### src/sv/pwmcap_pkg.sv
// Shared codes for the PWM input capture measurement block.
// Holds phase codes, the duty scale and the back-end state type.
// No dependencies.
package pwmcap_pkg;

    localparam logic [1:0] PHASE_IDLE = 2'd0;
    localparam logic [1:0] PHASE_FALL = 2'd1;
    localparam logic [1:0] PHASE_RISE = 2'd2;

    localparam int        DUTY_WIDTH = 7;
    localparam logic [6:0] DUTY_SCALE = 7'd100;

    typedef enum logic [3:0] {
        ST_IDLE = 4'b0001,
        ST_MUL  = 4'b0010,
        ST_DIV  = 4'b0100,
        ST_OUT  = 4'b1000
    } back_state_t;

endpackage

### src/sv/pwmcap_front.sv
// Front end: accepts capture words, tracks phase and stored times.
// Pushes one job per edge into the queue. Depends on pwmcap_pkg.
module pwmcap_front
    import pwmcap_pkg::*;
#(
    parameter int COUNT_WIDTH = 16,
    parameter int JOB_WIDTH   = 3 * COUNT_WIDTH + 3
)
(
    input  logic                   clk,
    input  logic                   rst_n,
    input  logic                   in_valid,
    output logic                   in_ready,
    input  logic [COUNT_WIDTH-1:0] captured_ticks,
    output logic                   push_valid,
    input  logic                   push_ready,
    output logic [JOB_WIDTH-1:0]   push_data
);

    logic [1:0]             phase_reg, phase_next;
    logic                   measured_reg, measured_next;
    logic [COUNT_WIDTH-1:0] high_reg, high_next;
    logic [COUNT_WIDTH-1:0] low_reg, low_next;
    logic [COUNT_WIDTH-1:0] period_reg, period_next;
    logic                   take;

    assign in_ready   = push_ready;
    assign push_valid = in_valid;
    assign take       = in_valid & push_ready;

    always_comb
    begin
        phase_next    = PHASE_FALL;
        measured_next = measured_reg;
        high_next     = high_reg;
        low_next      = low_reg;
        period_next   = period_reg;
        case (phase_reg)
            PHASE_FALL:
            begin
                high_next  = captured_ticks;
                phase_next = PHASE_RISE;
            end
            PHASE_RISE:
            begin
                low_next      = captured_ticks;
                period_next   = COUNT_WIDTH'(high_reg + captured_ticks);
                measured_next = 1'b1;
                phase_next    = PHASE_FALL;
            end
            default:
            begin
                phase_next = PHASE_FALL;
            end
        endcase
    end

    assign push_data = {phase_next, measured_next, high_next, low_next, period_next};

    always_ff @(posedge clk or negedge rst_n)
    begin
        if (!rst_n)
        begin
            phase_reg    <= PHASE_IDLE;
            measured_reg <= 1'b0;
            high_reg     <= '0;
            low_reg      <= '0;
            period_reg   <= '0;
        end
        else if (take)
        begin
            phase_reg    <= phase_next;
            measured_reg <= measured_next;
            high_reg     <= high_next;
            low_reg      <= low_next;
            period_reg   <= period_next;
        end
    end

endmodule

### src/sv/pwmcap_fifo.sv
// Two-entry job queue between front and back ends.
// Register based, one write and one read per cycle. No dependencies.
module pwmcap_fifo #(
    parameter int WIDTH = 51
)
(
    input  logic             clk,
    input  logic             rst_n,
    input  logic             push_valid,
    output logic             push_ready,
    input  logic [WIDTH-1:0] push_data,
    output logic             pop_valid,
    input  logic             pop_ready,
    output logic [WIDTH-1:0] pop_data
);

    logic [WIDTH-1:0] slot_reg [2];
    logic             wr_ptr_reg, rd_ptr_reg;
    logic [1:0]       count_reg, count_next;
    logic             do_push, do_pop;

    assign push_ready = (count_reg != 2'd2);
    assign pop_valid  = (count_reg != 2'd0);
    assign pop_data   = slot_reg[rd_ptr_reg];
    assign do_push    = push_valid & push_ready;
    assign do_pop     = pop_valid & pop_ready;

    always_comb
    begin
        count_next = count_reg;
        if (do_push & !do_pop)
            count_next = count_reg + 2'd1;
        else if (!do_push & do_pop)
            count_next = count_reg - 2'd1;
    end

    always_ff @(posedge clk)
    begin
        if (do_push)
            slot_reg[wr_ptr_reg] <= push_data;
    end

    always_ff @(posedge clk or negedge rst_n)
    begin
        if (!rst_n)
        begin
            wr_ptr_reg <= 1'b0;
            rd_ptr_reg <= 1'b0;
            count_reg  <= 2'd0;
        end
        else
        begin
            count_reg <= count_next;
            if (do_push)
                wr_ptr_reg <= ~wr_ptr_reg;
            if (do_pop)
                rd_ptr_reg <= ~rd_ptr_reg;
        end
    end

endmodule

### src/sv/pwmcap_back.sv
// Back end: takes a job, forms on-time times 100, divides by the period
// one quotient bit per cycle, saturates, holds the result word. Uses pwmcap_pkg.
module pwmcap_back
    import pwmcap_pkg::*;
#(
    parameter int COUNT_WIDTH = 16,
    parameter int JOB_WIDTH   = 3 * COUNT_WIDTH + 3
)
(
    input  logic                   clk,
    input  logic                   rst_n,
    input  logic                   pop_valid,
    output logic                   pop_ready,
    input  logic [JOB_WIDTH-1:0]   pop_data,
    output logic                   out_valid,
    input  logic                   out_ready,
    output logic [COUNT_WIDTH-1:0] on_time,
    output logic [COUNT_WIDTH-1:0] off_time,
    output logic [COUNT_WIDTH-1:0] period_ticks,
    output logic [DUTY_WIDTH-1:0]  duty_percent,
    output logic [1:0]             edge_phase,
    output logic                   period_valid
);

    localparam int QW    = COUNT_WIDTH + DUTY_WIDTH;
    localparam int CNT_W = $clog2(QW);

    back_state_t            state_reg, state_next;
    logic [1:0]             phase_reg;
    logic                   measured_reg;
    logic [COUNT_WIDTH-1:0] on_reg, off_reg, per_reg;
    logic [QW-1:0]          div_reg;
    logic [COUNT_WIDTH-1:0] rem_reg;
    logic [CNT_W-1:0]       cnt_reg;
    logic [COUNT_WIDTH:0]   rem_shift;
    logic                   fits;
    logic                   out_free;
    logic [DUTY_WIDTH-1:0]  duty_sat;

    assign pop_ready = (state_reg == ST_IDLE);
    assign rem_shift = {rem_reg, div_reg[QW-1]};
    assign fits      = (rem_shift >= {1'b0, per_reg});
    assign out_free  = !out_valid | out_ready;
    assign duty_sat  = (div_reg > QW'(DUTY_SCALE)) ? DUTY_SCALE : div_reg[DUTY_WIDTH-1:0];

    always_comb
    begin
        state_next = state_reg;
        case (state_reg)
            ST_IDLE: if (pop_valid) state_next = ST_MUL;
            ST_MUL:  state_next = (per_reg == '0) ? ST_OUT : ST_DIV;
            ST_DIV:  if (cnt_reg == '0) state_next = ST_OUT;
            ST_OUT:  if (out_free) state_next = ST_IDLE;
            default: state_next = ST_IDLE;
        endcase
    end

    always_ff @(posedge clk or negedge rst_n)
    begin
        if (!rst_n)
            state_reg <= ST_IDLE;
        else
            state_reg <= state_next;
    end

    always_ff @(posedge clk)
    begin
        case (state_reg)
            ST_IDLE:
            begin
                if (pop_valid)
                    {phase_reg, measured_reg, on_reg, off_reg, per_reg} <= pop_data;
            end
            ST_MUL:
            begin
                div_reg <= (per_reg == '0) ? '0 : QW'(on_reg) * QW'(DUTY_SCALE);
                rem_reg <= '0;
                cnt_reg <= CNT_W'(QW - 1);
            end
            ST_DIV:
            begin
                rem_reg <= fits ? COUNT_WIDTH'(rem_shift - {1'b0, per_reg})
                                : rem_shift[COUNT_WIDTH-1:0];
                div_reg <= {div_reg[QW-2:0], fits};
                cnt_reg <= cnt_reg - 1'b1;
            end
            default:
            begin
            end
        endcase
    end

    always_ff @(posedge clk)
    begin
        if (state_reg == ST_OUT && out_free)
        begin
            on_time      <= on_reg;
            off_time     <= off_reg;
            period_ticks <= per_reg;
            duty_percent <= duty_sat;
            edge_phase   <= phase_reg;
            period_valid <= measured_reg;
        end
    end

    always_ff @(posedge clk or negedge rst_n)
    begin
        if (!rst_n)
            out_valid <= 1'b0;
        else if (state_reg == ST_OUT && out_free)
            out_valid <= 1'b1;
        else if (out_ready)
            out_valid <= 1'b0;
    end

endmodule

### src/sv/pwm_input_capture_measure_top.sv
// PWM input capture measurement, top level.
// Instantiates pwmcap_front, pwmcap_fifo and pwmcap_back; uses pwmcap_pkg.
//
// Input channel (in_valid/in_ready, captured_ticks): one word per capture
// edge, holding the ticks since the previous edge. The first edge after
// reset arms; falling edges record on-time, rising edges off-time and period.
// Output channel (out_valid/out_ready): one result word per edge with the
// stored times, duty percent (0..100), phase after the edge and a valid mark.
// The serial divider forms one quotient bit per cycle over a COUNT_WIDTH + 7
// bit quotient and takes no new word until its result is in the output
// register. A two-entry queue parts the front end from the divider, so up
// to three further words are accepted while a result waits: one held by
// the divider and two in the queue.
// Reset clears phase, stored times and all handshake state; no word is
// pending afterward. When the receiver stalls, the result holds, the
// divider finishes its job and waits, and in_ready drops once the queue fills.
module pwm_input_capture_measure_top
    import pwmcap_pkg::*;
#(
    parameter int COUNT_WIDTH = 16
)
(
    input  logic                   clk,
    input  logic                   rst_n,
    input  logic                   in_valid,
    output logic                   in_ready,
    input  logic [COUNT_WIDTH-1:0] captured_ticks,
    output logic                   out_valid,
    input  logic                   out_ready,
    output logic [COUNT_WIDTH-1:0] on_time,
    output logic [COUNT_WIDTH-1:0] off_time,
    output logic [COUNT_WIDTH-1:0] period_ticks,
    output logic [DUTY_WIDTH-1:0]  duty_percent,
    output logic [1:0]             edge_phase,
    output logic                   period_valid
);

    localparam int JW = 3 * COUNT_WIDTH + 3;

    logic          push_valid, push_ready;
    logic [JW-1:0] push_data;
    logic          pop_valid, pop_ready;
    logic [JW-1:0] pop_data;

    pwmcap_front #(
        .COUNT_WIDTH (COUNT_WIDTH),
        .JOB_WIDTH   (JW)
    ) u_front (
        .clk            (clk),
        .rst_n          (rst_n),
        .in_valid       (in_valid),
        .in_ready       (in_ready),
        .captured_ticks (captured_ticks),
        .push_valid     (push_valid),
        .push_ready     (push_ready),
        .push_data      (push_data)
    );

    pwmcap_fifo #(
        .WIDTH (JW)
    ) u_fifo (
        .clk        (clk),
        .rst_n      (rst_n),
        .push_valid (push_valid),
        .push_ready (push_ready),
        .push_data  (push_data),
        .pop_valid  (pop_valid),
        .pop_ready  (pop_ready),
        .pop_data   (pop_data)
    );

    pwmcap_back #(
        .COUNT_WIDTH (COUNT_WIDTH),
        .JOB_WIDTH   (JW)
    ) u_back (
        .clk          (clk),
        .rst_n        (rst_n),
        .pop_valid    (pop_valid),
        .pop_ready    (pop_ready),
        .pop_data     (pop_data),
        .out_valid    (out_valid),
        .out_ready    (out_ready),
        .on_time      (on_time),
        .off_time     (off_time),
        .period_ticks (period_ticks),
        .duty_percent (duty_percent),
        .edge_phase   (edge_phase),
        .period_valid (period_valid)
    );

    a_duty_range: assert property (@(posedge clk) disable iff (!rst_n)
        out_valid |-> duty_percent <= DUTY_SCALE)
        else $error("duty above full scale");

    a_zero_period: assert property (@(posedge clk) disable iff (!rst_n)
        out_valid && period_ticks == '0 |-> duty_percent == '0)
        else $error("nonzero duty with zero period");

    a_not_measured: assert property (@(posedge clk) disable iff (!rst_n)
        out_valid && !period_valid |-> period_ticks == '0 && off_time == '0)
        else $error("period reported before first full measurement");

    a_phase_armed: assert property (@(posedge clk) disable iff (!rst_n)
        out_valid |-> edge_phase == PHASE_FALL || edge_phase == PHASE_RISE)
        else $error("result carries idle phase");

endmodule
### config.mk
export PLATFORM = sky130hd
export DESIGN_NAME = pwm_input_capture_measure_top
export DESIGN_NICKNAME = d
export VERILOG_FILES = /design/src/sv/pwmcap_pkg.sv /design/src/sv/pwmcap_front.sv /design/src/sv/pwmcap_fifo.sv /design/src/sv/pwmcap_back.sv /design/src/sv/pwm_input_capture_measure_top.sv
export SDC_FILE = /design/constraint.sdc
export NUM_CORES = 1
export LEC_CHECK = 0
export BUFFER_PORTS_ARGS = -buffer_cell sky130_fd_sc_hd__buf_2
export CORE_ASPECT_RATIO = 1.2
export CORE_MARGIN = 5
export CORE_UTILIZATION = 56
export DETAILED_ROUTE_END_ITERATION = 7
export PLACE_DENSITY_LB_ADDON = 0.05
export SLEW_MARGIN = 20
export SYNTH_ARGS = -nofsm -noshare
export SYNTH_HDL_FRONTEND = slang
export SYNTH_SLANG_ARGS = --single-unit
### constraint.sdc
create_clock -name clk -period 4.2 [get_ports clk]
set_input_delay 0.42 -clock clk [delete_from_list [all_inputs] [get_ports clk]]
set_output_delay 0.42 -clock clk [all_outputs]
set_load 0.03 [all_outputs]
==> results.md <==
* WL final at 28200 um
* Area contributors post-synth: edfxtp_1 (51%), dfrtp_1 (9.8%), mux2_2 (7.3%)
* Port bufs at 79
* Post-DP HPWL at 19800 um
* Post-CTS Hold Buffers at 0
* Crit path kind: flip-flop to flip-flop
* ANT nets after route at 0
* Setup TNS at 0 ns
* RSZ-0062 raised after global routing: no
* Total number of vias at between 8k and 9k
* Register area share after synthesis at 0.608
* GP Congestion at ~0.86
* CP Data Arrival Time at about 3.9 ns
* Crit-path max FO at 6
* Hold Fails Final Rpt at 0
* Hold/Removal Path Class: input pin to async pin
* FP Rows at between 60 and 70
* Critical Path Start Type: flip-flop
* Final core utilization at 0.643
* Diode count at 0
* Clock Tree Buf Depth at 3
* Synth cell types at 65
* Area growth, synth to finish at 12.9%
* Final setup skew at about 0.013 ns
* Share of cells above drive strength 1 at 0.208
* Ys Warns at 0
* Req. time, crit path at approximately 4.5 ns
* Cell with the most instances after synthesis: edfxtp_1
* CTS root buffer: clkbuf_16
* Tightest Pin Transition at 1.04 ns
* Post-layout min period at between 3 and 4 ns
* H-tree levels at 2
* First-pass GRT wire length at around 47000 um
* Nets at between 1k and 1.5k
* Post-CTS setup buffers at 0
* Max_cap viols at 0
* GR Overflow Total at 0
* EDFF count, synth at about 260
* Drt drc at 0
* Ports at 80
* Max reg flops at slightly above 100
* Crit. End Element: flip-flop
* Total CTS buffers at 34
* Syn Area/Cell at between 10 and 15 um^2
* Synth Instances at 1143
* Asr flop ratio synth at 0.190
* Clock transition at path regs at around 0.060 ns
* Final setup vio count at 0
* Vias/cell at around 5.5
* Status: completed
* Synth area leader: edfxtp_1
* Max_slew headroom at 0.305
* Clk sinks at 315
* Initial Util at 0.570
* Initial antenna violation count at 0
* Final worst path period share at 0.861
* Mapped Nets at between 1k and 1.5k
* Die Y at about 190 um
* Commonest register cell after synthesis: edfxtp_1
* Total GRT Usage at 0.190
* DRT Pass-1 Iters at 4
* Share of the synthesized area in the top cell type at 0.509
* Filler instances at ~2k
* Fmax at approximately 280 MHz
* Vias in the first global route at about 9.1k
* Max Slew Vio Count at 0
* Die ar. at 0.0303 mm^2
* Resized cells post-CTS at 0
* Initial DRC Count at ~440
* Placeable Area at 0.0264 mm^2
* Flops & latches, synth at 315
* Largest net degree at the start of global routing at 61
* WL/cell at ~18 um
* Synthesized area at 0.0151 mm^2
* Die X at 160 um
* CTS tree: done
* Skew-Pair Late Insertion Delay at approximately 0.51 ns
* Post-synth top cells: edfxtp_1 (255), nand2_1 (131), mux2_2 (98)
-- worst max-delay path, cell delays in order (launching register included) --
cell and delay [ns]:
edfxtp_1 0.44, ha_1 0.31, ha_1 0.28, inv_1 0.05
fa_1 0.49, inv_1 0.04, ha_1 0.37, a2111oi_1 0.61
a211oi_2 0.21, o21ai_0 0.25, xnor2_1 0.11, a22o_1 0.19
-- cell usage in the layout, fill, tap and decap left out, drive strengths merged, types with 6 or more instances in the layout --
master,instances
nand4,6
a21oi,34
mux2i,12
xnor2,25
nor2b,11
nor3,11
nor2,41
o21ai,73
inv,86
mux2,98
clkbuf,46
fa,13
a21o,15
o21a,9
a22o,8
nor4,12
o31ai,11
a211oi,6
edfxtp,255
xor2,24
ha,86
buf,95
dfrtp,59
clkinv,11
nand2,131
nand3,10
a31oi,7
nand2b,15
-- layout make-up --
cell class	instances	area, um^2	area share
sequential	315	9160	0.539
inverter	86	323	0.0190
timing repair buffer	95	541	0.0318
clock inverter	14	144	0.00847
tap	335	419	0.0247
clock buffer	46	927	0.0546
multi-input combinational	706	5480	0.322
-- cells by family after synthesis --
logic type                 after synthesis  share of synthesized area
adders and majority gates               99                     0.0888
DFF                                    315                      0.608
and+or+nand+nor                        268                     0.0845
xor gates and xnor gates                49                     0.0285
AOI/OAI and AO/OA                      180                     0.0771
muxes                                  110                     0.0813
buffers and inverters                  122                     0.0314
-- path summary, 6_finish.rpt --
kind | to | depth (start not counted) | start | slack [ns]
setup / recovery | u_back.div_reg[22]$_DFFE_PP_ | 11 | u_back.on_reg[8]$_DFFE_PP_ | 0.58
hold / removal | u_back.out_valid$_DFFE_PN0P_ | 2 | rst_n | 0.07
setup reg to reg | u_back.div_reg[22]$_DFFE_PP_ | 11 | u_back.on_reg[8]$_DFFE_PP_ | 0.58
hold reg to reg | u_back.off_time[3]$_DFFE_PP_ | 0 | u_back.off_reg[3]$_DFFE_PP_ | 0.42
max in group asynchronous | u_fifo.rd_ptr_reg$_DFFE_PN0P_ | 2 | rst_n | 3.50
min in group clk | u_back.out_valid$_DFFE_PN0P_ | 2 | out_ready | 0.13
-- metal layers --
| layer | global-route usage | wire [um] |
|---|---|---|
| met5 | 0 | 0 |
| met4 | 0.0558 | 748 |
| met2 | 0.335 | 13900 |
| met1 | 0.247 | 12400 |
| met3 | 0.0280 | 1070 |
-- per-stage QoR --
stage / cells / setup WS (ns) / cell area [um^2] / hold slack (ns)
finish: 1597 / 0.584 / 17000 / 0.0653
global route: 1597 / 0.313 / 17000 / 0.145
CTS: 1597 / 0.577 / 17000 / 0.0982
detailed placement: 1537 / 0.606 / 15900 / 0.405
global placement: 1537 / 0.693 / 15900 / 0.403
floorplan: 1143 / 0.358 / 15100 / 0.124
Power is not shown: default switching activity piles up to over one toggle a cycle in this logic, so the estimate is an artifact.
